`src/rtl/sdr_pkg.sv`:
```
`default_nettype none

package sdr_pkg;

    // default operand width
    localparam int DATA_WIDTH_DEF = 32;

    // result status codes
    localparam int STATUS_W = 2;
    typedef logic [STATUS_W-1:0] status_t;
    localparam status_t ST_OK       = 2'd0;
    localparam status_t ST_DIV_ZERO = 2'd1;
    localparam status_t ST_OVERFLOW = 2'd2;

    // cycle cost estimate: setup + per-loop * loops + tail, wrapped to COST_W bits
    localparam int COST_W = 9;
    localparam logic [COST_W-1:0] COST_SETUP    = 9'd40;
    localparam logic [COST_W-1:0] COST_PER_LOOP = 9'd13;
    localparam logic [COST_W-1:0] COST_TAIL     = 9'd8;

    // control bits that travel with each item down the cell chain
    typedef struct packed {
        logic    neg_q;    // quotient gets negated at the end
        logic    neg_r;    // remainder gets negated at the end
        status_t status;
        logic    found_n;  // a one bit of the raw dividend has been seen
        logic    found_d;  // a one bit of the raw divisor has been seen
    } sdr_ctrl_t;

endpackage

`default_nettype wire

```
`src/rtl/sdr_prep.sv`:
```
`default_nettype none

module sdr_prep
    import sdr_pkg::*;
#(
    parameter int DATA_WIDTH = DATA_WIDTH_DEF
) (
    input  wire logic                   aclk,
    input  wire logic                   aresetn,
    // operand side
    input  wire logic                   in_valid,
    output logic                        in_ready,
    input  wire logic [DATA_WIDTH-1:0]  in_dividend,
    input  wire logic [DATA_WIDTH-1:0]  in_divisor,
    // first cell side
    output logic                        out_valid,
    input  wire logic                   out_ready,
    output sdr_ctrl_t                   out_ctrl,
    output logic [DATA_WIDTH-1:0]       out_num,
    output logic [DATA_WIDTH-1:0]       out_dmag,
    output logic [DATA_WIDTH-1:0]       out_rawn,
    output logic [DATA_WIDTH-1:0]       out_rawd
);

    localparam logic [DATA_WIDTH-1:0] MIN_VAL = {1'b1, {(DATA_WIDTH-1){1'b0}}};

    logic                  valid_reg;
    logic                  load;
    sdr_ctrl_t             ctrl_reg, ctrl_next;
    logic [DATA_WIDTH-1:0] num_reg, num_next;
    logic [DATA_WIDTH-1:0] dmag_reg, dmag_next;
    logic [DATA_WIDTH-1:0] rawn_reg;
    logic [DATA_WIDTH-1:0] rawd_reg;

    // stage takes a new item when empty or when it hands its item on
    assign load     = !valid_reg || out_ready;
    assign in_ready = load;

    // magnitudes, signs and error status
    always_comb begin
        num_next  = in_dividend[DATA_WIDTH-1] ? (DATA_WIDTH'(0) - in_dividend) : in_dividend;
        dmag_next = in_divisor[DATA_WIDTH-1] ? (DATA_WIDTH'(0) - in_divisor) : in_divisor;
        ctrl_next.neg_q   = in_dividend[DATA_WIDTH-1] ^ in_divisor[DATA_WIDTH-1];
        ctrl_next.neg_r   = in_dividend[DATA_WIDTH-1];
        ctrl_next.found_n = 1'b0;
        ctrl_next.found_d = 1'b0;
        if (in_divisor == '0) begin
            ctrl_next.status = ST_DIV_ZERO;
        end else if (in_dividend == MIN_VAL && (&in_divisor)) begin
            ctrl_next.status = ST_OVERFLOW;
        end else begin
            ctrl_next.status = ST_OK;
        end
    end

    // valid bit
    always_ff @(posedge aclk) begin
        if (!aresetn) begin
            valid_reg <= 1'b0;
        end else if (load) begin
            valid_reg <= in_valid;
        end
    end

    // payload
    always_ff @(posedge aclk) begin
        if (load && in_valid) begin
            ctrl_reg <= ctrl_next;
            num_reg  <= num_next;
            dmag_reg <= dmag_next;
            rawn_reg <= in_dividend;
            rawd_reg <= in_divisor;
        end
    end

    assign out_valid = valid_reg;
    assign out_ctrl  = ctrl_reg;
    assign out_num   = num_reg;
    assign out_dmag  = dmag_reg;
    assign out_rawn  = rawn_reg;
    assign out_rawd  = rawd_reg;

endmodule

`default_nettype wire

```
`config.mk`:
```
export PLATFORM = sky130hd
export DESIGN_NAME = sdr_prep
export DESIGN_NICKNAME = d
export VERILOG_FILES = /design/src/rtl/sdr_pkg.sv /design/src/rtl/sdr_prep.sv
export SDC_FILE = /design/constraint.sdc
export NUM_CORES = 1
export LEC_CHECK = 0
export BUFFER_PORTS_ARGS = -buffer_cell sky130_fd_sc_hd__buf_2
export CAP_MARGIN = 20
export CORE_AREA = 2 2 106 108
export CTS_CLUSTER_SIZE = 28
export DETAILED_ROUTE_END_ITERATION = 10
export DIE_AREA = 0 0 108 110
export GPL_TIMING_DRIVEN = 0
export PLACE_DENSITY = 0.83
export SLEW_MARGIN = 15
export SYNTH_ARGS = -nofsm -noshare
export SYNTH_HDL_FRONTEND = slang
export SYNTH_SLANG_ARGS = --single-unit
```
`constraint.sdc`:
```
create_clock -name aclk -period 8.6 [get_ports aclk]
set_clock_uncertainty 0.15 [all_clocks]
set_input_delay 0.43 -clock aclk [delete_from_list [all_inputs] [get_ports aclk]]
set_output_delay 0.43 -clock aclk [all_outputs]
set_load 0.1 [all_outputs]
```
==> flow_summary.ini <==
[synthesis]
synthTopCellsByCount = 129 x sky130_fd_sc_hd__edfxtp_1, 58 x sky130_fd_sc_hd__xnor2_1, 21 x sky130_fd_sc_hd__nand2_1, 19 x sky130_fd_sc_hd__o31ai_1, 13 x sky130_fd_sc_hd__o21ai_0
synth.mux.area_fraction_pct = 0
synthSimpleGateAreaFrac_pct = 9.99
ys_warn_count = 0
synth-seq-cells = 130
dominant_combinational_cell_family_by_area_after_synthesis = simple AND/OR/NAND/NOR gates
number_of_flops_mapped_to_enable_cells_by_yosys = 129
synthDistinctLibCells = 33
ys_seq_area_share_pct = 70.3
yosys.area.top_type_share_pct = 70.0
synth-compound-area-share_pct = 7.34
async_s_r_ff_share_synth_pct = 0
top_ff_cell_synth = sky130_fd_sc_hd__edfxtp_1
syn_inst = 361
syn_avg_cell_area_um2 = 15.3
yosys.area.top_type = sky130_fd_sc_hd__edfxtp_1
synth-adder-area-share_pct = 0.904
synth-xor-area-share_pct = 9.33
synth.area.top_cells = sky130_fd_sc_hd__edfxtp_1 70%, sky130_fd_sc_hd__xnor2_1 9.2%, sky130_fd_sc_hd__o31ai_1 2.6%, sky130_fd_sc_hd__o41ai_1 1.9%, sky130_fd_sc_hd__nand2_1 1.4%
yosysMostFrequentCell = sky130_fd_sc_hd__edfxtp_1
synth.cell_area_mm2 = 0.00554

[timing]
layout_min_cycle_time_ns = 2.87
grt_setup_unrepaired = false
slew_headroom_pct = 57.1
period_share_pct = 33.4
timing_max_transition_violations_final = 0
setup-violations-final = 0
finalHoldViolations = 0
max_freq_mhz = 349
timing.setup.tns_ns = 0
hold_slack_ns = 0.0194
transition_at_the_pin_with_the_smallest_max_transition_slack_ns = 0.638
timing.final.ws_setup_ns = 5.73

[place]
dp.cells = 705
place_congestion = 0.849
post_dp_cell_area_mm2 = 0.00677
place_hpwl_um = 9700
port_buffers = 201
pre_cts_slack_ns = 5.82

[setup_path]
path_class = in -> reg
worst_r2r_endpoint = out_num[11]
rr_startpoint = out_valid
critical_path_maximum_fanout = 9
ff2ff_path_depth = 3
ff2ff_setup_slack_ns = 6.86
worst_ep_required_time_ns = 8.70
type_of_destination_of_the_critical_path = register
critical_path.startpoint_type = input port
startpoint = in_dividend[5]
cp_data_arrival_time_ns = 2.97
crit_end = out_num[23]

[floorplanning]
chipHeight_um = 110
io_pins = 204
num_rows = 38
core_area_mm2 = 0.0107
start_util_pct = 51.8
die_area_mm2 = 0.0119
fp.dieW_um = 108

[clocking]
h-tree-depth = 4
clock_sink_count = 130
clk_latency_ns = 0.51
clkTransAtPathRegs_ns = 0.06
cts.path.max_buffers = 2
numCtsBuffers = 17
tritoncts = yes
root_buffer = sky130_fd_sc_hd__clkbuf_8
post-cts-setup-buffers = 0

[pwr]
power_report.internal_total_mw = 1.21
sequentialPowerShare_pct = 40.8
power.net_switching_mw = 0.662
power.switching_fraction_pct = 35.4
total_power_mw = 1.87
p_comb_share_pct = 25.8
p_leak_nw = 2.87
ir_drop_v = 0.000124
clock_power_share_pct = 33.4
power-per-cell-area_mw_per_mm2 = 247

[global_route]
via_count_of_the_first_global_routing_pass = 4030
grt_start_max_net_pins = 60
antenna_found_initial = 0
groute.usage.overall_pct = 22.8
grt_overflow_total = 0
highest_utilization_routing_layer_at_the_global_route_stage = met2
met1_grt_util_pct = 24.2
global_route.usage.met3_pct = 7.29
wire_length_of_the_first_global_routing_pass_um = 20100
groute.layer.met2.usage_pct = 40.7

[detailed_routing]
remaining_drc_errors = 0
detail-route-antenna-nets = 0
routed-via-count = 4128
number_of_drc_violations_after_detailed_routing_iteration_0 = 188
detail_route.vias_per_cell = 5.39
drt-total-wl_um = 13600
detail_route.first_pass.iterations = 5
avgRoutedWirePerCell_um = 17.8

[finish]
postLayoutCoreUtil_pct = 70.9
antenna-diode-count = 0
post_route_cells_drive_above_1_share_pct = 39.1
areaGrowthSynthToFinish_pct = 36.9
filler_cell_count = 733
nets = 685
finish.cell_count_without_fillers = 766
ff_latch_area_mm2 = 0.00389
fin_area_mm2 = 0.00758
multiInputGateArea_mm2 = 0.00154

[run]
cap_violations = 0

[hold_path]
hold_path_class = in -> reg

[outcome]
outcome = complete, no violations
## timing repair
action / in CTS / in global routing
hold buffers: 29 / 0
endpoints found under the hold margin: 29 / 0
gates resized for setup: 0 / 0
## cell type report
| type | instances | area share (%) |
|---|---|---|
| buffer | 16 | 1.16 |
| timing repair buffer | 232 | 17.7 |
| inverter | 7 | 0.347 |
| clock buffer | 20 | 5.61 |
| multi-input combinational | 209 | 20.3 |
| tap | 140 | 2.31 |
| clock inverter | 12 | 1.22 |
| sequential | 130 | 51.4 |
## worst min path at each step
stage	startpoint	end	slack, ns	cells after the start
after floorplan	in_dividend[31]	out_ctrl[4]	0.38	0
after global placement	out_valid	out_valid	0.34	2
after detailed placement	out_valid	out_valid	0.40	2
after CTS	in_dividend[13]	out_rawn[13]	0.001	1
after global routing	in_dividend[10]	out_rawn[10]	0.004	1
final	in_divisor[25]	out_rawd[25]	0.02	1
## per-layer routing
layer  up-vias  part of all wire [%]
li1       1915                     -
met5         -                     0
met1      1942                    36
met2       235                    52
met4         0                   3.0
met3        36                   8.9
## cells by family (layout without fill, tap and decap cells)
logic type | after synthesis | count (layout)
buf+inv | 23 | 287
simple gates | 94 | 94
xor+xnor | 59 | 59
compound gates | 50 | 50
fa+ha+maj | 4 | 4
flops | 130 | 130
other cells | 1 | 2
## power by group through the flow
stage               Sequential [mW]  Combinational [mW]  Clock, mW
detailed placement            0.777               0.471          0
finish                        0.764               0.483      0.626
CTS                           0.765               0.482      0.633
floorplan                      1.09              0.0707          0
global placement              0.781               0.463          0
global route                  0.768               0.498      0.660
## sequential cells by signal (all words and copies together) (netlist names)
| name | cells |
|---|---|
| out_ctrl | 4 |
| out_valid | 1 |
| out_num | 32 |
| out_rawn | 30 |
| out_rawd | 31 |
| out_dmag | 32 |
## cell usage in the layout, fill, tap and decap left out, types with 4 or more instances in the layout
cell                            instances
sky130_fd_sc_hd__buf_2                202
sky130_fd_sc_hd__buf_4                  5
sky130_fd_sc_hd__clkbuf_1              12
sky130_fd_sc_hd__clkbuf_16             16
sky130_fd_sc_hd__clkinv_2               4
sky130_fd_sc_hd__dlygate4sd3_1         29
sky130_fd_sc_hd__edfxtp_1             129
sky130_fd_sc_hd__ha_1                   4
sky130_fd_sc_hd__inv_1                  7
sky130_fd_sc_hd__nand2_1               21
sky130_fd_sc_hd__nand2b_1               8
sky130_fd_sc_hd__nand4_1               11
sky130_fd_sc_hd__nand4b_1               4
sky130_fd_sc_hd__nor2_1                 8
sky130_fd_sc_hd__nor3_1                 8
sky130_fd_sc_hd__nor4_1                 9
sky130_fd_sc_hd__o21ai_0               13
sky130_fd_sc_hd__o31ai_1               19
sky130_fd_sc_hd__o41ai_1               12
sky130_fd_sc_hd__or3_1                  5
sky130_fd_sc_hd__or4_1                  8
sky130_fd_sc_hd__xnor2_1               58
## worst max-delay path: stages
cell	delay (ns)
sky130_fd_sc_hd__dlygate4sd3_1	0.53
sky130_fd_sc_hd__buf_2	0.15
sky130_fd_sc_hd__nor4_2	0.61
sky130_fd_sc_hd__nand4_1	0.53
sky130_fd_sc_hd__o41ai_1	0.58
sky130_fd_sc_hd__xnor2_1	0.14
(Power assumes the default switching activity.)
