`src/rtl/sdr_pkg.sv`:
```
`default_nettype none

package sdr_pkg;

    // default operand width
    localparam int DATA_WIDTH_DEF = 32;

    // result status codes
    localparam int STATUS_W = 2;
    typedef logic [STATUS_W-1:0] status_t;
    localparam status_t ST_OK       = 2'd0;
    localparam status_t ST_DIV_ZERO = 2'd1;
    localparam status_t ST_OVERFLOW = 2'd2;

    // cycle cost estimate: setup + per-loop * loops + tail, wrapped to COST_W bits
    localparam int COST_W = 9;
    localparam logic [COST_W-1:0] COST_SETUP    = 9'd40;
    localparam logic [COST_W-1:0] COST_PER_LOOP = 9'd13;
    localparam logic [COST_W-1:0] COST_TAIL     = 9'd8;

    // control bits that travel with each item down the cell chain
    typedef struct packed {
        logic    neg_q;    // quotient gets negated at the end
        logic    neg_r;    // remainder gets negated at the end
        status_t status;
        logic    found_n;  // a one bit of the raw dividend has been seen
        logic    found_d;  // a one bit of the raw divisor has been seen
    } sdr_ctrl_t;

endpackage

`default_nettype wire

```
`src/rtl/sdr_cell.sv`:
```
`default_nettype none

module sdr_cell
    import sdr_pkg::*;
#(
    parameter int DATA_WIDTH = DATA_WIDTH_DEF,
    parameter int CNT_W      = $clog2(DATA_WIDTH + 1)
) (
    input  wire logic                   aclk,
    input  wire logic                   aresetn,
    // from previous cell
    input  wire logic                   in_valid,
    output logic                        in_ready,
    input  wire sdr_ctrl_t              in_ctrl,
    input  wire logic [DATA_WIDTH-1:0]  in_rem,
    input  wire logic [DATA_WIDTH-1:0]  in_num,
    input  wire logic [DATA_WIDTH-1:0]  in_dmag,
    input  wire logic [DATA_WIDTH-1:0]  in_rawn,
    input  wire logic [DATA_WIDTH-1:0]  in_rawd,
    input  wire logic [CNT_W-1:0]       in_lzn,
    input  wire logic [CNT_W-1:0]       in_lzd,
    // to next cell
    output logic                        out_valid,
    input  wire logic                   out_ready,
    output sdr_ctrl_t                   out_ctrl,
    output logic [DATA_WIDTH-1:0]       out_rem,
    output logic [DATA_WIDTH-1:0]       out_num,
    output logic [DATA_WIDTH-1:0]       out_dmag,
    output logic [DATA_WIDTH-1:0]       out_rawn,
    output logic [DATA_WIDTH-1:0]       out_rawd,
    output logic [CNT_W-1:0]            out_lzn,
    output logic [CNT_W-1:0]            out_lzd
);

    logic                  valid_reg;
    logic                  load;
    logic [DATA_WIDTH:0]   rem_shift;
    logic [DATA_WIDTH:0]   diff;
    logic                  qbit;
    logic                  bit_n, bit_d;
    sdr_ctrl_t             ctrl_reg, ctrl_next;
    logic [DATA_WIDTH-1:0] rem_reg, rem_next;
    logic [DATA_WIDTH-1:0] num_reg, num_next;
    logic [DATA_WIDTH-1:0] dmag_reg;
    logic [DATA_WIDTH-1:0] rawn_reg, rawd_reg;
    logic [CNT_W-1:0]      lzn_reg, lzn_next;
    logic [CNT_W-1:0]      lzd_reg, lzd_next;

    assign load     = !valid_reg || out_ready;
    assign in_ready = load;

    // one restoring step: shift in the next dividend bit, try to subtract
    always_comb begin
        rem_shift = {in_rem, in_num[DATA_WIDTH-1]};
        diff      = rem_shift - {1'b0, in_dmag};
        qbit      = !diff[DATA_WIDTH];
        rem_next  = qbit ? diff[DATA_WIDTH-1:0] : rem_shift[DATA_WIDTH-1:0];
        num_next  = {in_num[DATA_WIDTH-2:0], qbit};
    end

    // one bit of the leading-zero counts of the raw operands
    always_comb begin
        bit_n     = in_rawn[DATA_WIDTH-1];
        bit_d     = in_rawd[DATA_WIDTH-1];
        ctrl_next = in_ctrl;
        ctrl_next.found_n = in_ctrl.found_n | bit_n;
        ctrl_next.found_d = in_ctrl.found_d | bit_d;
        lzn_next  = (in_ctrl.found_n || bit_n) ? in_lzn : (in_lzn + 1'b1);
        lzd_next  = (in_ctrl.found_d || bit_d) ? in_lzd : (in_lzd + 1'b1);
    end

    always_ff @(posedge aclk) begin
        if (!aresetn) begin
            valid_reg <= 1'b0;
        end else if (load) begin
            valid_reg <= in_valid;
        end
    end

    always_ff @(posedge aclk) begin
        if (load && in_valid) begin
            ctrl_reg <= ctrl_next;
            rem_reg  <= rem_next;
            num_reg  <= num_next;
            dmag_reg <= in_dmag;
            rawn_reg <= {in_rawn[DATA_WIDTH-2:0], 1'b0};
            rawd_reg <= {in_rawd[DATA_WIDTH-2:0], 1'b0};
            lzn_reg  <= lzn_next;
            lzd_reg  <= lzd_next;
        end
    end

    assign out_valid = valid_reg;
    assign out_ctrl  = ctrl_reg;
    assign out_rem   = rem_reg;
    assign out_num   = num_reg;
    assign out_dmag  = dmag_reg;
    assign out_rawn  = rawn_reg;
    assign out_rawd  = rawd_reg;
    assign out_lzn   = lzn_reg;
    assign out_lzd   = lzd_reg;

endmodule

`default_nettype wire

```
`config.mk`:
```
export PLATFORM = sky130hd
export DESIGN_NAME = sdr_cell
export DESIGN_NICKNAME = d
export VERILOG_FILES = /design/src/rtl/sdr_pkg.sv /design/src/rtl/sdr_cell.sv
export SDC_FILE = /design/constraint.sdc
export NUM_CORES = 1
export LEC_CHECK = 0
export BUFFER_PORTS_ARGS = -buffer_cell sky130_fd_sc_hd__buf_4
export CORE_MARGIN = 5
export CORE_UTILIZATION = 30
export DETAILED_ROUTE_END_ITERATION = 8
export GPL_TIMING_DRIVEN = 0
export SLEW_MARGIN = 20
export SYNTH_ARGS = -nofsm -noshare
export SYNTH_HDL_FRONTEND = slang
export SYNTH_SLANG_ARGS = --single-unit
```
`constraint.sdc`:
```
create_clock -name aclk -period 11.5 [get_ports aclk]
set_clock_uncertainty 0.05 [all_clocks]
set_input_delay 0 -clock aclk [delete_from_list [all_inputs] [get_ports aclk]]
set_output_delay 0 -clock aclk [all_outputs]
set_load 0.005 [all_outputs]
```
==> run metrics, run 1 <==
run status complete, no violations; Worst path max stage delay 0.52 ns; fin nets 1,340; num rows 60; vias per inst 4.51; final setup fails 0; LEAKAGE about 6 nW; 1st-pass router iterations 5; setup TNS 0 ns; EDFF count, synth 176; Finished Core Util 0.516; Mapped Area 0.00805 mm2; DRT iter0 DRCs 300; Root Buffer clkbuf_16; crit path kind primary input to flop; I/O Pins around 360; Register Area around 0.0053 mm2; TritonCTS buffer count 17; slowest library cell on the worst path dlygate4sd3_1; crit-path cells dlygate4sd3_1 -> buf_4 -> inv_1 -> ha_1 -> fa_1 -> nor2b_2 -> o31ai_4 -> a21oi_1 -> a21boi_1 -> a311o_1 -> a211o_1 -> nand3_4 -> buf_12 -> mux2_4; hpwl dp slightly above 20,000 um; Ys Warns 0; vias in the first global route a little under 7,000; max-slew violations 0; area of the multi-input gates about 0.0025 mm2; final WL 27,400 um; cell area after layout 0.0137 mm2; die area 0.0302 mm2; Hold Crit Class primary input to flop; Setup Buffers After CTS 0; total number of vias 6,671; hold slack 0.0154 ns; placed cells between 1,000 and 1,500; crit start category primary input; initial antenna violation count 1; ANT nets after route 0; total track usage 0.175; WP data arrival around 3.5 ns; fin cells 1,478; largest net degree at the start of global routing between 50 and 60; # hold bufs at CTS 188; Clk Latency, worst-skew pair around 0.43 ns; RSZ-0062 raised after global routing false; layout cell share with drive strength beyond 1 0.394; max_slew headroom 0.605; post-synthesis sequential area ratio 0.659; Final Cycle Share 0.294; cell area after placement between 0.01 and 0.015 mm2; highest clock rate roughly 300 MHz; drt drc 0; Final min period 3.39 ns; buffers added on ports roughly 360; GPL Wtd Cong 0.805; Seq cells post-synth 177; worst slew pin tran 0.587 ns; asr flop ratio synth 0; core area between 0.02 and 0.03 mm2; Syn Area/Cell ~15 um2; starting density of the core 0.302; first-pass GRT wire length a little over 40,000 um; post-cts sizing count 0; Final Hold Viols 0; Max Cap Viol 0; Distinct cells, synth 55; WL/cell ~19 um; Area Overhead vs Synth 70.9%; CP endpoint kind flop; Peak VDD IR 0.108 mV; H-tree depth 4; Clock Pin Slew Worst Setup and Hold Paths 0.08 ns; CTS sink cnt ~180; Die W 174 um; Crit path required time between 10 and 15 ns; Syn Inst Count approximately 550; Vert. Die Dim between 150 and 200 um; overall overflow remaining after global route 0; most frequent cells in the layout buf_4, dlygate4sd3_1, edfxtp_1; CTS max path bufs 2; PD cells 128 mW/mm2; CTS tree done; Synth Flop Type edfxtp_1; most common cell after layout, fill and taps aside buf_4; CP Max Fanout 10; Fillers 2,222
==> layout make-up <==
cell class	instances	area share
Sequential cell	177	0.386
Timing Repair Buffer	551	0.340
Multi-Input combinational cell	314	0.178
Tap cell	341	0.0310
Clock buffer	17	0.0309
Clock inverter	15	0.0123
Inverter	43	0.0117
Buffer	19	0.00974
Antenna cell	1	0.000182
==> critical path, delay by kind of cell <==
kind / cells / cell delay (ns)
adder cells (fa/ha/maj): 2 / 0.65
AND/OR/NAND/NOR: 2 / 0.38
multiplexers: 1 / 0.30
AO/OA/AOI/OAI: 5 / 1.30
buffers and inverters: 4 / 0.85
==> flip-flops by register name, summed over array words and instances, names as in the netlist <==
name / cells
out_rem: 32
out_rawn: 31
out_lzn: 6
out_dmag: 32
out_lzd: 6
out_rawd: 31
out_ctrl: 6
out_valid: 1
out_num: 32
==> logic make-up (layout without fill, tap and decap cells) <==
kind of cell,count (synthesis),count (layout),share of synthesized area
AO/OA/AOI/OAI,110,110,0.0925
buffers and inverters,62,645,0.0367
multiplexers,33,33,0.0558
AND/OR/NAND/NOR,99,99,0.0616
adder cells (fa/ha/maj),35,35,0.0554
flip-flops,177,177,0.659
other,1,3,0.000466
XOR/XNOR,35,35,0.0381
==> synthesized netlist by cell type (all sizes together) (2+ instances only) <==
| master | count | share of area |
|---|---|---|
| o31ai | 2 | 0.0036 |
| nor2b | 4 | 0.0034 |
| o21bai | 3 | 0.0028 |
| ha | 34 | 0.053 |
| o41ai | 2 | 0.0031 |
| nand3 | 5 | 0.0047 |
| buf | 14 | 0.014 |
| mux2 | 29 | 0.051 |
| clkbuf | 5 | 0.0023 |
| a21boi | 3 | 0.0028 |
| nor3 | 6 | 0.0037 |
| o21ai | 20 | 0.012 |
| nor2 | 22 | 0.010 |
| nand2 | 32 | 0.015 |
| o2111ai | 2 | 0.0022 |
| o31a | 2 | 0.0022 |
| nand4 | 11 | 0.0086 |
| nor4 | 3 | 0.0023 |
| xnor2 | 21 | 0.023 |
| xor2 | 14 | 0.015 |
| and3 | 8 | 0.0062 |
| a21o | 23 | 0.021 |
| edfxtp | 176 | 0.66 |
| a31oi | 7 | 0.0054 |
| and2 | 2 | 0.0016 |
| o21a | 7 | 0.0067 |
| a211oi | 4 | 0.0037 |
| mux2i | 4 | 0.0050 |
| or3 | 3 | 0.0030 |
| a21oi | 30 | 0.020 |
| inv | 43 | 0.020 |
==> stage by stage <==
stage	setup WS, ns	power, mW
5_1_grt	7.86	1.83
3_5_place_dp	8.11	1.13
6_report	8.11	1.75
2_1_floorplan	6.43	0.965
4_1_cts	8.02	1.78
3_3_place_gp	4.48	1.13
==> power by group <==
part / total [mW] / internal (mW) / leakage, nW / switching (mW)
clock network: 0.583 / 0.293 / 0.292 / 0.290
registers: 0.781 / 0.769 / 1.71 / 0.0124
logic: 0.390 / 0.223 / 4.02 / 0.166
==> worst paths after layout <==
| kind | start | end | slack, ns | depth (start not counted) |
|---|---|---|---|---|
| setup reg to reg | out_valid | out_num[29] | 9.61 | 5 |
| hold reg to reg | out_valid | out_rawn[6] | 0.74 | 2 |
| hold / removal | in_rawd[31] | out_lzd[2] | 0.02 | 4 |
| setup / recovery | in_num[31] | out_rem[11] | 8.11 | 14 |
==> layer usage <==
metal	track usage	routed length [um]	up-vias
li1	-	-	3210
met1	0.199	10600	3191
met2	0.316	14200	236
met3	0.0502	1700	34
met4	0.0597	817	0
met5	0	0	-
Power figures use the tool's default switching activity.
==> inputs of run 2 (changes only) <==
- ABC_AREA: default -> 1
- clock period: 11.5 -> 3.03 ns (I/O delays scaled with it)
==> run metrics, run 2 <==
worst slew pin tran 0.774 ns; Ys Warns 0; GPL Wtd Cong 0.870; most common cell after layout, fill and taps aside buf_4; HP Start in_rawn[31]; fin nets 1,699; vias per inst roughly 4.3; CP Max Fanout 5; hold slack 0.0184 ns; drt drc 0; fin cells about 1,900; starting density of the core 0.304; asr flop ratio synth 0; TritonCTS buffer count 17; placed cells 1,656; Syn Area/Cell 9.65 um2; WP data arrival 2.89 ns; setup TNS 0 ns; Switch Pwr 1.96 mW; post-synthesis sequential area ratio 0.608; CTS sink cnt roughly 180; overall overflow remaining after global route 0; cells on worst reg2reg path 6; Setup Buffers After CTS 0; area share of the largest cell type after synthesis 0.606; Pint 4.81 mW; ANT nets after route 0; Seq cells post-synth 177; WL/cell 17.6 um; highest clock rate 363 MHz; first-pass GRT wire length 50,000 um; Syn Inst Count 904; multiplexer share of the synthesized area 0; CP endpoint kind flop; LEAKAGE about 7.1 nW; cell area after layout roughly 0.015 mm2; Hold Path End out_lzn[2]; Peak VDD IR 0.325 mV; max_slew headroom 0.483; Hold Crit Class primary input to flop; core area 0.0287 mm2; largest family of logic cells by synthesized area simple AND/OR/NAND/NOR gates; run status complete, no violations; crit start category primary input; launching point of the worst reg2reg path out_valid; EDFF count, synth 176; Vert. Die Dim 181 um; DRT iter0 DRCs approximately 400; die area 0.0326 mm2; max-slew violations 0; Sequential Power Share 0.437; Switching Fraction 0.289; 1st-pass router iterations 4; Area Overhead vs Synth 68.1%; reg2reg end out_rawn[18]; post-synthesis simple-gate area fraction 0.212; Finished Core Util 0.511; initial antenna violation count 5; num rows 62; Synth Area in Compound Gates 0.0227; Final Hold Viols 0; Distinct cells, synth 27; Comb power frac 0.229; largest net degree at the start of global routing 25; PD cells around 460 mW/mm2; Die W 181 um; CTS tree done; most common cell in the netlist nand2_1; cell area after placement 0.0121 mm2; top cells by area, synth edfxtp_1, nand2_1, inv_1, ha_1, xor2_1; total number of vias 8,076; Root Buffer clkbuf_16; final setup fails 0; Synth Flop Type edfxtp_1; crit path kind primary input to flop; CP startpoint in_ctrl[0]; Clk Latency, worst-skew pair 0.44 ns; Post-synth top cells nand2_1, edfxtp_1, inv_1; hold path depth 4; Fillers 2,606; Synth Area in Adders 0.0511; Mapped Area just under 0.009 mm2; layout cell share with drive strength beyond 1 0.284; Clock Pin Slew Worst Setup and Hold Paths 0.08 ns; RSZ-0062 raised after global routing false; H-tree depth 4; post-synthesis xor/xnor area fraction 0.0251; clock group share of total power 0.334; most frequent cells in the layout buf_4, nand2_1, dlygate4sd3_1; buffers added on ports 359; setup slack, reg-to-reg 0.67 ns; Final min period ~2.8 ns; CTS max path bufs 2; Crit path required time 3.17 ns; final WL 33,100 um; vias in the first global route about 8,300; Synth area leader edfxtp_1; Max Cap Viol 0; hpwl dp 25,600 um; Final Cycle Share 0.908; I/O Pins 362; total track usage 0.200
run 2: timing repair:
item | 4_1_cts | 5_1_grt
endpoints found under the setup margin | 0 | 2
endpoints found under the hold margin | 176 | 0
gates resized for setup | 0 | 2
hold buffers | 191 | 0
run 2: layout make-up:
cell class,instances,area [um2],area share
Antenna cell,4,10.0,0.000683
Buffer,8,75.1,0.00512
Clock buffer,17,425,0.0290
Clock inverter,15,186,0.0127
Inverter,167,627,0.0428
Multi-Input combinational cell,553,2730,0.186
Sequential cell,177,5310,0.362
Tap cell,384,480,0.0328
Timing Repair Buffer,558,4820,0.329
run 2: worst max path at each step:
stage	cells after the start	endpoint	slack, ns
after global placement	1	out_rem[4]	-1.99
final	9	out_lzd[1]	0.28
after floorplan	1	out_ctrl[0]	-0.68
after detailed placement	17	out_rem[16]	0.56
after CTS	18	out_rem[2]	0.20
after global routing	17	out_rem[31]	0.06
run 2: critical path, cell delays in order:
cell	delay (ns)
dlygate4sd3_1	0.55
buf_4	0.13
nor2_1	0.31
dlygate4sd3_1	0.63
inv_1	0.06
nand2_1	0.06
dlygate4sd3_1	0.55
nand2_1	0.05
dlygate4sd3_1	0.56
run 2: metal layers:
layer  part of all wire  vias to the layer above  track usage
li1                   -                     4033            -
met2               0.53                      254        0.370
met4              0.021                        2       0.0520
met3              0.053                       31       0.0474
met5            0.00039                        -            0
met1               0.40                     3756        0.231
run 2: power groups by stage:
stage	combinational, mW	clock [mW]	sequential, mW
floorplan	0.574	0	3.05
global placement	1.28	0	3.03
detailed placement	1.33	0	3.01
CTS	1.56	2.33	2.96
global route	1.70	2.44	2.98
finish	1.55	2.26	2.96
run 2: per-stage QoR:
step	setup slack, ns	power (mW)
floorplan	-0.684	3.62
global placement	-1.99	4.31
detailed placement	0.564	4.35
CTS	0.198	6.84
global route	0.0594	7.12
finish	0.278	6.77
run 2: cells by family after synthesis:
kind of cell,count (synthesis)
and+or+nand+nor,457
DFF,177
buffers and inverters,175
adders and majority gates,35
AOI/OAI and AO/OA,34
xor gates and xnor gates,25
other,1
==> inputs of run 3 (changes only) <==
- RECOVER_POWER: default -> 25
==> run metrics, run 3 (synthesis results as in run 2) <==
run status complete, no violations; WL/cell approximately 18 um; total number of vias between 8,000 and 9,000; setup slack, reg-to-reg ~0.67 ns; most frequent cells in the layout nand2_1, buf_4, dlygate4sd3_1; Final min period 2.75 ns; PD cells 462 mW/mm2; Final Hold Viols 0; WP data arrival around 2.9 ns; Vert. Die Dim 181 um; Met1 Wirelength 13,100 um; RSZ-0062 raised after global routing false; crit-path cells dlygate4sd3_1 -> buf_4 -> nor2_1 -> dlygate4sd3_1 -> inv_1 -> nand2_1 -> dlygate4sd3_1 -> nand2_1 -> dlygate4sd3_1; Max Cap Viol 0; Clk Latency, worst-skew pair 0.44 ns; Switching Fraction 0.290; Crit path required time 3.17 ns; Area Overhead vs Synth 67.7%; buffers added on ports 359; Crit path top cell by count dlygate4sd3_1; CP endpoint kind flop; num rows between 60 and 70; H-tree depth 4; 1st-pass router iterations 4; DRT iter0 DRCs 432; post-place setup slack between 0.5 and 0.6 ns; CTS max path bufs 2; Comb power frac 0.227; highest clock rate 363 MHz; max-slew violations 0; I/O Pins 362; fin nets 1,699; ANT nets after route 0; Switch Pwr 1.96 mW; final setup fails 0; largest net degree at the start of global routing 25; Die W 181 um; CTS tree done; launching point of the worst reg2reg path out_valid; Final WS setup 0.279 ns; Clock Pin Slew Worst Setup and Hold Paths 0.08 ns; clock group share of total power 0.335; slowest library cell on the worst path dlygate4sd3_1; CTS sink cnt 177; max_slew headroom 0.485; DR top layer met5; LEAKAGE ~7 nW; crit start category primary input; worst slew pin tran 0.770 ns; reg2reg end out_num[13]; WL met3 about 1800 um; GPL Wtd Cong 0.870; crit path kind primary input to flop; final WL 33,000 um; Root Buffer clkbuf_16; Peak VDD IR 0.326 mV; drt drc 0; WL met2 17,400 um; core area 0.0287 mm2; vias per inst 4.33; overall overflow remaining after global route 0; Finished Core Util 0.510; CP Max Fanout 5; Fillers 2,618; most common cell after layout, fill and taps aside nand2_1; Worst path max stage delay 0.63 ns; Pint between 4 and 5 mW; Final Cycle Share 0.908; Hold Crit Class primary input to flop; first-pass GRT wire length ~50,000 um; initial antenna violation count 5; vias in the first global route 8,287; die area 0.0326 mm2; hpwl dp 25,600 um; starting density of the core 0.304; Sequential Power Share 0.438; cells on worst reg2reg path 6; TritonCTS buffer count 17; total track usage 0.200; layout cell share with drive strength beyond 1 0.278; CP startpoint in_ctrl[0]; Setup crit end out_lzd[1]
-- run 3: per-layer routing --
metal | vias to the layer above | GRT usage
met5 | - | 0
met4 | 2 | 0.0520
met3 | 31 | 0.0474
met2 | 277 | 0.370
met1 | 3794 | 0.231
li1 | 4040 | -
-- run 3: final cells by class --
type | instances | area [um2] | share of cell area
clock buffer | 17 | 425 | 0.0291
tap | 384 | 480 | 0.0329
inverter | 167 | 627 | 0.0429
multi-input combinational | 553 | 2730 | 0.187
timing repair buffer | 558 | 4780 | 0.327
clock inverter | 15 | 186 | 0.0127
buffer | 8 | 75.1 | 0.00513
antenna | 4 | 10.0 | 0.000684
sequential | 177 | 5310 | 0.363
-- run 3: worst min path at each step --
stage | start | end | slack (ns) | cells past startpoint
3_3_place_gp | in_rawn[14] | out_rawn[15] | 0.13 | 1
4_1_cts | in_rawn[31] | out_lzn[2] | 0.01 | 4
6_report | in_rawn[31] | out_lzn[2] | 0.02 | 4
5_1_grt | in_rawn[31] | out_lzn[2] | 0.06 | 4
2_1_floorplan | in_ctrl[2] | out_ctrl[2] | 0.05 | 0
3_5_place_dp | in_rawd[4] | out_rawd[5] | 0.13 | 1
-- run 3: stage by stage --
stage | instance area [um2] | setup TNS, ns | std cells | hold slack (ns) | power, mW
after floorplan | 8740 | -120.36 | 905 | 0.0489 | 3.62
after global placement | 11900 | -346.91 | 1648 | 0.129 | 4.31
after detailed placement | 12100 | 0 | 1656 | 0.129 | 4.35
after CTS | 14700 | 0 | 1879 | 0.0137 | 6.84
after global routing | 14600 | 0 | 1883 | 0.0557 | 7.10
final | 14600 | 0 | 1883 | 0.0182 | 6.75
-- run 3: timing repair --
item,4_1_cts,5_1_grt
gates resized for setup,0,2
buffers inserted,0,0
hold buffers,191,0
hold endpoints to repair,176,0
endpoints found under the setup margin,0,2
-- run 3: power groups by stage --
stage                     combinational, mW  sequential, mW  clock [mW]
after global routing                   1.69            2.97        2.44
after CTS                              1.56            2.96        2.33
after global placement                 1.28            3.03           0
after floorplan                       0.574            3.05           0
after detailed placement               1.33            3.01           0
final                                  1.53            2.96        2.26
-- run 3: critical path: cells and delay by family --
kind                   cells  cell delay [ns]
and+or+nand+nor            3             0.42
buffers and inverters      6             2.48
