**src/rtl/sdr_pkg.sv**
```systemverilog
`default_nettype none

package sdr_pkg;

    // default operand width
    localparam int DATA_WIDTH_DEF = 32;

    // result status codes
    localparam int STATUS_W = 2;
    typedef logic [STATUS_W-1:0] status_t;
    localparam status_t ST_OK       = 2'd0;
    localparam status_t ST_DIV_ZERO = 2'd1;
    localparam status_t ST_OVERFLOW = 2'd2;

    // cycle cost estimate: setup + per-loop * loops + tail, wrapped to COST_W bits
    localparam int COST_W = 9;
    localparam logic [COST_W-1:0] COST_SETUP    = 9'd40;
    localparam logic [COST_W-1:0] COST_PER_LOOP = 9'd13;
    localparam logic [COST_W-1:0] COST_TAIL     = 9'd8;

    // control bits that travel with each item down the cell chain
    typedef struct packed {
        logic    neg_q;    // quotient gets negated at the end
        logic    neg_r;    // remainder gets negated at the end
        status_t status;
        logic    found_n;  // a one bit of the raw dividend has been seen
        logic    found_d;  // a one bit of the raw divisor has been seen
    } sdr_ctrl_t;

endpackage

`default_nettype wire

```
**src/rtl/sdr_post.sv**
```systemverilog
`default_nettype none

module sdr_post
    import sdr_pkg::*;
#(
    parameter int DATA_WIDTH  = DATA_WIDTH_DEF,
    parameter int CNT_W       = $clog2(DATA_WIDTH + 1),
    parameter int OUT_TDATA_W = ((3 * DATA_WIDTH + COST_W + 7) / 8) * 8
) (
    input  wire logic                   aclk,
    input  wire logic                   aresetn,
    // from last cell
    input  wire logic                   in_valid,
    output logic                        in_ready,
    input  wire sdr_ctrl_t              in_ctrl,
    input  wire logic [DATA_WIDTH-1:0]  in_rem,
    input  wire logic [DATA_WIDTH-1:0]  in_num,
    input  wire logic [CNT_W-1:0]       in_lzn,
    input  wire logic [CNT_W-1:0]       in_lzd,
    // result stream
    output logic                        m_tvalid,
    input  wire logic                   m_tready,
    output logic [OUT_TDATA_W-1:0]      m_tdata,
    output logic [STATUS_W-1:0]         m_tuser
);

    logic                   valid_reg;
    logic                   load;
    logic [DATA_WIDTH-1:0]  quot, rem, qmag;
    logic [CNT_W-1:0]       loops;
    logic [COST_W-1:0]      cost;
    logic [OUT_TDATA_W-1:0] tdata_reg, tdata_next;
    status_t                tuser_reg;

    assign load     = !valid_reg || m_tready;
    assign in_ready = load;

    // sign fix, loop count and cost, zero fields on error
    always_comb begin
        loops = (in_lzd > in_lzn) ? (in_lzd - in_lzn) : CNT_W'(1);
        cost  = COST_SETUP + COST_PER_LOOP * COST_W'(loops) + COST_TAIL;
        qmag  = in_num;
        quot  = in_ctrl.neg_q ? (DATA_WIDTH'(0) - in_num) : in_num;
        rem   = in_ctrl.neg_r ? (DATA_WIDTH'(0) - in_rem) : in_rem;
        if (in_ctrl.status == ST_OK) begin
            tdata_next = OUT_TDATA_W'({cost, qmag, rem, quot});
        end else begin
            tdata_next = '0;
        end
    end

    always_ff @(posedge aclk) begin
        if (!aresetn) begin
            valid_reg <= 1'b0;
        end else if (load) begin
            valid_reg <= in_valid;
        end
    end

    always_ff @(posedge aclk) begin
        if (load && in_valid) begin
            tdata_reg <= tdata_next;
            tuser_reg <= in_ctrl.status;
        end
    end

    assign m_tvalid = valid_reg;
    assign m_tdata  = tdata_reg;
    assign m_tuser  = tuser_reg;

endmodule

`default_nettype wire

```
**config.mk**
```make
export PLATFORM = sky130hd
export DESIGN_NAME = sdr_post
export DESIGN_NICKNAME = d
export VERILOG_FILES = /design/src/rtl/sdr_pkg.sv /design/src/rtl/sdr_post.sv
export SDC_FILE = /design/constraint.sdc
export NUM_CORES = 1
export LEC_CHECK = 0
export BUFFER_PORTS_ARGS = -buffer_cell sky130_fd_sc_hd__buf_2
export CORE_UTILIZATION = 30
export DETAILED_ROUTE_END_ITERATION = 12
export GPL_TIMING_DRIVEN = 1
export PLACE_DENSITY = 0.6
export SYNTH_ARGS = -nofsm -noshare
export SYNTH_HDL_FRONTEND = slang
export SYNTH_SLANG_ARGS = --single-unit
export TNS_END_PERCENT = 1
```
**constraint.sdc**
```tcl
create_clock -name aclk -period 10.6 [get_ports aclk]
set_input_delay 2.12 -clock aclk [delete_from_list [all_inputs] [get_ports aclk]]
set_output_delay 2.12 -clock aclk [all_outputs]
set_load 0.01 [all_outputs]
```
==> results of run 1 <==
-- metal layers --
metal  wire [microns]  GRT usage (%)
met1             6450           16.9
met2             6760           24.4
met3             1100           3.66
met4              225           5.26
met5                0              0
-- how the worst max path moves through the flow --
stage,start,end,slack (ns),depth (start not counted)
global route,in_lzn[0],m_tdata[104]$_SDFFCE_PP0P_,4.07,21
floorplan,in_lzd[0],m_tdata[104]$_SDFFCE_PP0P_,4.62,22
CTS,in_lzn[0],m_tdata[104]$_SDFFCE_PP0P_,4.45,21
detailed placement,in_lzn[0],m_tdata[104]$_SDFFCE_PP0P_,4.09,21
global placement,in_lzn[0],m_tdata[104]$_SDFFCE_PP0P_,4.12,21
finish,in_lzn[0],m_tdata[104]$_SDFFCE_PP0P_,4.46,21
-- area by class of cell --
cell class	instances	area [sq um]
Sequential cell	107	3200
Fill cell	1968	12100
Inverter	28	105
Timing Repair Buffer	194	976
Clock inverter	6	56.3
Multi-Input combinational cell	370	2570
Clock buffer	10	229
Tap cell	265	332
-- state kept, by name, indices dropped and copies added, names as in the netlist --
name and flops:
m_tdata 104, m_tuser 2, m_tvalid 1
-- per-stage QoR --
step                      power [W]  std cells  utilization, %  hold slack [ns]  setup WS [ns]
after CTS                   0.00109        980            38.3            0.550           4.45
after floorplan            0.000666        533               -            0.610           4.62
after global routing        0.00113        980            38.3            0.604           4.07
after detailed placement   0.000751        964            36.8            0.538           4.09
final                       0.00107        980            38.3            0.546           4.46
after global placement     0.000748        964            36.8            0.526           4.12
-- tightest hold or removal path, cell delays in order, from the launching register on --
cell and delay [ns]:
dfxtp_1 0.32, nand2b_1 0.10, a21boi_0 0.08
-- cells by family after synthesis --
group,after synthesis,share of synthesized area (%)
muxes,3,0.522
DFF,107,53.5
AOI/OAI and AO/OA,68,8.38
buffers and inverters,56,4.05
other,1,0.0626
xor gates and xnor gates,66,9.66
and+or+nand+nor,196,17.1
adders and majority gates,30,6.77
-- power by group --
group	switching (W)	leakage, nW	internal [W]	total [W]
registers	0.00000789	1.07	0.000501	0.000509
logic	0.000135	1.97	0.0000943	0.000229
clock network	0.000168	0.138	0.000166	0.000334
-- cell usage in the layout, fill, tap and decap left out, types with 4 or more instances in the layout --
cell type,n
inv_1,28
edfxtp_1,106
nand2_1,24
nand3_1,6
clkbuf_16,9
nor3_1,9
xor2_1,59
o31ai_1,21
buf_2,192
nand2b_1,4
o21ai_0,17
ha_1,26
nor2_1,76
and2_1,38
xnor2_1,7
a21oi_1,5
nor4_1,7
conb_1,7
fa_1,4
o41ai_1,12
nand4_1,7
==> results.sh, run 1 <==
export IMPL_status="finished, final reports clean"
export IMPL_worstSetupStartpointType="input pin"
export IMPL_critPathSlowestCell="nor2_1"
export IMPL_crit_fanout=13
export IMPL_postLayoutCellArea_sq_mm=0.00747
export IMPL_vias_per_cell=4.61
export IMPL_async_reset_ff_share_pct=0
export IMPL_grt_pass1_wl_mm=21.9
export IMPL_whs_endpoint="m_tvalid$_SDFFE_PN0N_"
export IMPL_yosys_area_top_type="edfxtp_1"
export IMPL_rsz0062_at_grt="no"
export IMPL_irDropWorstVdd_mv=0.0649
export IMPL_rows=51
export IMPL_dpl_instance_area_sq_mm=0.00718
export IMPL_worstSetupPathType="input pin to flop"
export IMPL_tightest_slew_ns=1.12
export IMPL_hold_viol=0
export IMPL_p_leak_nw=3.18
export IMPL_postRouteAntennaNets=0
export IMPL_vias=4522
export IMPL_maxCapViolations=0
export IMPL_die_w_microns=143
export IMPL_cts_max_level=3
export IMPL_overflow=0
export IMPL_dieHeight_microns=143
export IMPL_grt_pass1_vias=4224
export IMPL_skew_ns=0.00799
export IMPL_synth_top_area_share_pct=53.2
export IMPL_clkTransAtPathRegs_ns=0.07
export IMPL_port_buffers=192
export IMPL_setup_tns_final_ns=0
export IMPL_area_growth_pct=24.8
export IMPL_grt_util_all_layers_pct=14.1
export IMPL_whs_path_depth=2
export IMPL_synthCells=527
export IMPL_min_path_type="flop to flop"
export IMPL_cts_sinks=107
export IMPL_antennaDiodeCount=0
export IMPL_drc=0
export IMPL_post_cts_resized=0
export IMPL_synth_most_common_cell="edfxtp_1"
export IMPL_drv_slew=0
export IMPL_cp_cell_sequence="buf_2, ha_1, inv_1, fa_1, a21oi_1, o21ai_0, a211oi_1, nor2_1, nand2_1, ha_1, inv_1, ha_1, inv_1, fa_1, inv_1, ha_1, fa_1, a21o_1, a21oi_1, xnor2_1, nor2_1"
export IMPL_cp_arrival_ns=6.19
export IMPL_start_util_pct=30.7
export IMPL_final_nets=826
export IMPL_postCtsSetupRepairBufs=0
export IMPL_synth_cell_types=54
export IMPL_die_area_sq_mm=0.0205
export IMPL_r2r_end="m_tdata[97]$_SDFFCE_PP0P_"
export IMPL_core_sq_mm=0.0195
export IMPL_wirelength_mm=14.5
export IMPL_drt_iter0_markers=166
export IMPL_synth_ff_type="edfxtp_1"
export IMPL_yosys_warnings=0
export IMPL_ys_ff_latch=107
export IMPL_r2r_start="m_tvalid$_SDFFE_PN0N_"
export IMPL_critPathRequiredTime_ns=10.66
export IMPL_rrSetupSlack_ns=8.47
export IMPL_syn_area_sq_mm=0.00599
export IMPL_grt_max_degree=70
export IMPL_clk_latency_ns=0.35
export IMPL_cts_root_buffer="clkbuf_16"
export IMPL_period_share_pct=57.9
export IMPL_io_pins=202
export IMPL_clockBufferDepth=2
export IMPL_synth_avg_cell_area_sq_um=11.4
export IMPL_synthTopCellsByCount="106 x edfxtp_1, 77 x nor2_1, 59 x xor2_1"
export IMPL_netlist_top_cells_area="edfxtp_1 53%, xor2_1 8.6%, ha_1 5.4%"
export IMPL_postCtsHoldBufs=0
export IMPL_min_from="m_tvalid$_SDFFE_PN0N_"
export IMPL_path_buf_inv=5
export IMPL_hpwl_mm=10.7
export IMPL_cts_tree="done"
export IMPL_max_stage_delay_ns=0.50
export IMPL_worst_setup_path_end_kind="flop"
export IMPL_numCtsBuffers=9
export IMPL_crit_family="adder cells"
export IMPL_first_pass_iters=4
export IMPL_setup_viol=0
export IMPL_wl_per_cell_microns=14.8
export IMPL_period_minus_slack_ns=6.14
export IMPL_fmax_mhz=163
export IMPL_grt_antenna_before_repair=0
export IMPL_place_congestion=0.763
export IMPL_r2r_worst_path_cells=3
export IMPL_pwr_density_cell_mw_per_mm2=144
export IMPL_relSlewSlack_pct=25.3
export IMPL_drive_gt1_share_pct=31.6
export IMPL_synth_seq_area_share_pct=53.5
export IMPL_synth_edff_count=106
No activity file was read; power rests on OpenSTA's default activity.
==> run 2, diff against run 1 <==
clock period = 6.1 ns   (was 10.6 ns; I/O delays follow)
==> run 2 against run 1 <==
Net effect:
- critical path depth unchanged
- via count decreased by 0.84%
- non-clock buffer count is the same
- register-to-register slack worse by 4.6 ns
- sequential share of layout area hardly changed
- final area barely moved
==> results.sh, run 2 (synthesis results as in run 1) <==
export IMPL_status="finished, final reports clean"
export IMPL_postCtsHoldBufs=0
export IMPL_clk_latency_ns=0.35
export IMPL_min_path_type="flop to flop"
export IMPL_clockBufferDepth=2
export IMPL_setup_tns_final_ns=0
export IMPL_core_sq_mm=0.0195
export IMPL_cts_max_level=3
export IMPL_place_congestion=0.767
export IMPL_first_pass_iters=6
export IMPL_maxCapViolations=0
export IMPL_port_buffers=192
export IMPL_cp_arrival_ns=5.26
export IMPL_hold_viol=0
export IMPL_final_nets=826
export IMPL_postRouteAntennaNets=0
export IMPL_critPathRequiredTime_ns=6.18
export IMPL_p_leak_nw=3.18
export IMPL_vias_per_cell=4.58
export IMPL_drive_gt1_share_pct=31.6
export IMPL_cp_cell_sequence="buf_2, ha_1, inv_1, fa_1, a21oi_1, o21ai_0, a211oi_1, nor2_1, nand2_1, ha_1, inv_1, ha_1, inv_1, fa_1, inv_1, ha_1, fa_1, a21o_1, a21oi_1, xnor2_1, nor2_1"
export IMPL_irDropWorstVdd_mv=0.124
export IMPL_path_buf_inv=5
export IMPL_fmax_mhz=193
export IMPL_cts_tree="done"
export IMPL_met1_usage_pct=16.3
export IMPL_max_stage_delay_ns=0.50
export IMPL_vias=4484
export IMPL_antennaDiodeCount=0
export IMPL_crit_fanout=13
export IMPL_area_growth_pct=24.7
export IMPL_pwr_density_cell_mw_per_mm2=248
export IMPL_grt_max_degree=70
export IMPL_largest_reg_flops=104
export IMPL_relSlewSlack_pct=22.5
export IMPL_grt_pass1_wl_mm=21.2
export IMPL_period_minus_slack_ns=5.18
export IMPL_tightest_slew_ns=1.16
export IMPL_final_common_cell="buf_2"
export IMPL_grt_pass1_vias=4020
export IMPL_rsz0062_at_grt="no"
export IMPL_skew_ns=0.00761
export IMPL_clkTransAtPathRegs_ns=0.08
export IMPL_rows=51
export IMPL_crit_family="adder cells"
export IMPL_worstSetupPathType="input pin to flop"
export IMPL_grt_antenna_before_repair=0
export IMPL_die_w_microns=143
export IMPL_overflow=0
export IMPL_dieHeight_microns=143
export IMPL_wirelength_mm=14.4
export IMPL_postCtsSetupRepairBufs=0
export IMPL_start_util_pct=30.7
export IMPL_drt_iter0_markers=189
export IMPL_numCtsBuffers=9
export IMPL_grtUsageMet2_pct=23.3
export IMPL_worst_setup_path_end_kind="flop"
export IMPL_post_cts_resized=0
export IMPL_grt_busiest_layer="met2"
export IMPL_grt_util_all_layers_pct=13.8
export IMPL_mostFrequentLayoutCells="192 x buf_2, 106 x edfxtp_1, 76 x nor2_1, 59 x xor2_1, 38 x and2_1"
export IMPL_drc=0
export IMPL_use_met3_pct=4.29
export IMPL_setup_viol=0
export IMPL_worstSetupStartpointType="input pin"
export IMPL_whs_ns=0.540
export IMPL_hpwl_mm=10.5
export IMPL_cts_root_buffer="clkbuf_16"
export IMPL_io_pins=202
export IMPL_critPathSlowestCell="nor2_1"
export IMPL_wl_per_cell_microns=14.7
export IMPL_cts_sinks=107
export IMPL_drv_slew=0
export IMPL_period_share_pct=84.8
export IMPL_die_area_sq_mm=0.0205
==> run 2: stage by stage <==
step / instances / power [W] / worst slack [ns] / instance area (sq um) / util [%]
global route: 980 / 0.00196 / 0.563 / 7470 / 38.2
floorplan: 533 / 0.00116 / 1.02 / 6010 / -
CTS: 980 / 0.00188 / 0.928 / 7470 / 38.2
detailed placement: 964 / 0.00130 / 0.568 / 7180 / 36.8
global placement: 964 / 0.00130 / 0.565 / 7180 / 36.8
finish: 980 / 0.00185 / 0.925 / 7470 / 38.2
==> run 2: report_power, final <==
group          internal [W]  total, W  switching (W)
logic              0.000162  0.000394       0.000231
clock network      0.000286  0.000576       0.000290
registers          0.000871  0.000885      0.0000134
total               0.00132   0.00185       0.000535
==> run 2: final cells by class <==
cell class                 instances  area [sq um]
fill                            1942         12100
sequential                       107          3200
multi-input combinational        370          2570
timing repair buffer             194           976
tap                              265           332
clock buffer                      10           229
inverter                          28           105
clock inverter                     6          55.1
==> run 2: worst paths after layout <==
path | slack [ns] | cells past startpoint | end | start
setup / recovery | 0.92 | 21 | m_tdata[104]$_SDFFCE_PP0P_ | in_lzn[0]
hold / removal | 0.54 | 2 | m_tvalid$_SDFFE_PN0N_ | m_tvalid$_SDFFE_PN0N_
setup reg to reg | 3.92 | 3 | m_tdata[28]$_SDFFCE_PP0P_ | m_tvalid$_SDFFE_PN0N_
hold reg to reg | 0.54 | 2 | m_tvalid$_SDFFE_PN0N_ | m_tvalid$_SDFFE_PN0N_
==> run 2: layer usage <==
layer,up-vias,part of all wire (%)
li1,2230,-
met1,2065,43
met2,177,47
met3,12,8.9
met4,0,1.4
met5,-,0
==> run 2: worst reg2reg max path: stages (launching register included) <==
cell and delay [ns]:
dfxtp_1 0.32, nand2b_1 0.10, and2_4 0.75, buf_4 0.64
==> run 3, diff against run 2 <==
ABC_AREA = 1   (was default)
clock period = 4.99 ns   (was 6.1 ns; I/O delays follow)
==> run 3 against run 2 <==
Net effect:
- largest power group unchanged
- worst setup slack lost 0.26 ns
- combinational power increased by 31%
- critical endpoint unchanged
- hold slack gained 0.0071 ns
- via count grew 29%
==> results.sh, run 3 <==
export IMPL_status="finished, final reports clean"
export IMPL_period_share_pct=86.7
export IMPL_core_sq_mm=0.0210
export IMPL_postRouteAntennaNets=0
export IMPL_crit_fanout=6
export IMPL_synth_ff_type="edfxtp_1"
export IMPL_dieHeight_microns=148
export IMPL_grt_antenna_before_repair=1
export IMPL_cp_cell_sequence="buf_2, ha_1, inv_1, fa_1, inv_1, nor3_1, o21ai_1, inv_2, nand3_1, ha_1, inv_1, ha_1, inv_1, fa_1, inv_1, ha_1, fa_1, nand2_1, nand2_1, a21oi_1, o21ai_0, a21oi_1"
export IMPL_yosys_warnings=0
export IMPL_multi_input_area_sq_mm=0.00268
export IMPL_first_pass_iters=5
export IMPL_area_growth_pct=23.6
export IMPL_hpwl_mm=13.2
export IMPL_synth_most_common_cell="nor2_1"
export IMPL_cp_arrival_ns=4.53
export IMPL_vias=5770
export IMPL_mostFrequentLayoutCells="192 x buf_2, 158 x nor2_1, 136 x nand2_1, 112 x inv_1, 106 x edfxtp_1"
export IMPL_max_stage_delay_ns=0.49
export IMPL_place_congestion=0.883
export IMPL_irDropWorstVdd_mv=0.138
export IMPL_setup_tns_final_ns=0
export IMPL_synth_seq_area_share_pct=49.9
export IMPL_path_buf_inv=7
export IMPL_p_sw_w=0.000701
export IMPL_fmax_mhz=231
export IMPL_timing_final_ws_setup_ns=0.662
export IMPL_clk_latency_ns=0.35
export IMPL_die_area_sq_mm=0.0220
export IMPL_worstSetupPathType="input pin to flop"
export IMPL_drt_iter0_markers=246
export IMPL_rows=53
export IMPL_synth_edff_count=106
export IMPL_start_util_pct=30.6
export IMPL_critPathSlowestCell="fa_1"
export IMPL_skew_ns=0.0116
export IMPL_synthTopCellsByCount="159 x nor2_1, 136 x nand2_1, 112 x inv_1"
export IMPL_place_ws_ns=0.237
export IMPL_crit_family="adder cells"
export IMPL_yosys_area_top_type="edfxtp_1"
export IMPL_grt_max_degree=107
export IMPL_syn_area_sq_mm=0.00642
export IMPL_pwr_share_clk_pct=30.7
export IMPL_maxCapViolations=0
export IMPL_cts_max_level=3
export IMPL_numCtsBuffers=9
export IMPL_cts_sinks=107
export IMPL_hold_viol=0
export IMPL_tightest_slew_ns=0.672
export IMPL_cts_root_buffer="clkbuf_16"
export IMPL_clockBufferDepth=2
export IMPL_ys_ff_latch=107
export IMPL_overflow=0
export IMPL_setup_viol=0
export IMPL_drive_gt1_share_pct=23.8
export IMPL_die_w_microns=148
export IMPL_relSlewSlack_pct=55.1
export IMPL_worstSetupStartpointType="input pin"
export IMPL_critPathRequiredTime_ns=5.20
export IMPL_post_cts_resized=0
export IMPL_period_minus_slack_ns=4.33
export IMPL_p_sw_share_pct=30.4
export IMPL_cts_tree="done"
export IMPL_antennaDiodeCount=0
export IMPL_worst_setup_path_end_kind="flop"
export IMPL_p_int_w=0.00160
export IMPL_drv_slew=0
export IMPL_grt_pass1_vias=5336
export IMPL_synth_top_area_share_pct=49.6
export IMPL_netlist_top_cells_area="edfxtp_1 50%, nor2_1 9.3%, nand2_1 7.9%"
export IMPL_synthCells=782
export IMPL_vias_per_cell=4.63
export IMPL_drc=0
export IMPL_io_pins=202
export IMPL_combPwrFrac_pct=22.4
export IMPL_p_leak_nw=3.77
export IMPL_grt_util_all_layers_pct=16.1
export IMPL_final_nets=1083
export IMPL_async_reset_ff_share_pct=0
export IMPL_largest_reg_flops=104
export IMPL_synth_avg_cell_area_sq_um=8.21
export IMPL_rsz0062_at_grt="no"
export IMPL_seq_area_sq_mm=0.00320
export IMPL_fill_cells=2152
export IMPL_cp_common_cell="inv_1"
export IMPL_seqPwrFrac_pct=46.9
export IMPL_port_buffers=192
export IMPL_wl_per_cell_microns=13.8
export IMPL_postCtsSetupRepairBufs=0
export IMPL_wirelength_mm=17.3
export IMPL_synth_cell_types=34
export IMPL_pwr_density_cell_mw_per_mm2=290
export IMPL_postCtsHoldBufs=0
export IMPL_grt_pass1_wl_mm=27.5
export IMPL_final_common_cell="buf_2"
export IMPL_clkTransAtPathRegs_ns=0.08
export IMPL_min_path_type="flop to flop"
==> run 3: changes by cell type after synthesis, sizes merged, moves of 39 or more <==
| cell | previous run | this run |
|---|---|---|
| xor2 | 59 | 1 |
| inv | 28 | 114 |
| nand3 | 7 | 63 |
| nand2 | 24 | 144 |
| and2 | 39 | 0 |
| a21oi | 5 | 59 |
| nor2 | 77 | 164 |
==> run 3: cells by family after synthesis <==
family / Yosys count / synth area share, %
buffers and inverters: 141 / 9.00
xor gates and xnor gates: 2 / 0.273
and+or+nand+nor: 391 / 25.7
adders and majority gates: 30 / 6.31
AOI/OAI and AO/OA: 110 / 8.83
DFF: 107 / 49.9
other: 1 / 0.0584
==> run 3: layout make-up <==
| cell class | instances | share of cell area (%) |
|---|---|---|
| clock inverters | 6 | 0.725 |
| flip-flops and latches | 107 | 40.3 |
| repair buffers | 195 | 12.5 |
| inverters | 114 | 5.39 |
| multi-input cells | 540 | 33.8 |
| well taps | 275 | 4.33 |
| clock buffers | 10 | 2.88 |
==> run 3: worst paths after layout <==
check,from,to,slack (ns),depth (start not counted)
min reg2reg,m_tvalid$_SDFFE_PN0N_,m_tvalid$_SDFFE_PN0N_,0.55,2
min,m_tvalid$_SDFFE_PN0N_,m_tvalid$_SDFFE_PN0N_,0.55,2
max reg2reg,m_tvalid$_SDFFE_PN0N_,m_tdata[36]$_SDFFCE_PP0P_,3.57,2
max,in_lzn[0],m_tdata[104]$_SDFFCE_PP0P_,0.66,22
==> run 3: layer usage <==
metal / vias to the layer above / track usage, % / routed length [microns]
met1: 2602 / 20.4 / 7510
li1: 2927 / - / -
met5: - / 0 / 0
met4: 0 / 4.74 / 252
met2: 223 / 27.1 / 8100
met3: 18 / 3.62 / 1390
==> run 3: per-stage QoR <==
stage / cell area [sq um] / util (%) / cells / total power (W) / hold WS (ns)
2_1_floorplan: 6450 / - / 788 / 0.00144 / 0.608
3_3_place_gp: 7650 / 36.4 / 1231 / 0.00162 / 0.538
3_5_place_dp: 7650 / 36.4 / 1231 / 0.00162 / 0.548
4_1_cts: 7940 / 37.8 / 1247 / 0.00234 / 0.560
5_1_grt: 7940 / 37.8 / 1247 / 0.00245 / 0.575
6_report: 7940 / 37.8 / 1247 / 0.00230 / 0.547
==> run 3: power groups by stage <==
stage          registers (W)  logic, W  clock network [W]
2_1_floorplan        0.00114  0.000302                  0
3_3_place_gp         0.00110  0.000515                  0
3_5_place_dp         0.00110  0.000523                  0
4_1_cts              0.00108  0.000526           0.000732
5_1_grt              0.00109  0.000603           0.000763
6_report             0.00108  0.000517           0.000707
==> run 3: worst reg2reg max path: stages (launching register included) <==
cell and delay, ns:
dfxtp_1 0.35, a21oi_4 0.17, buf_12 0.46
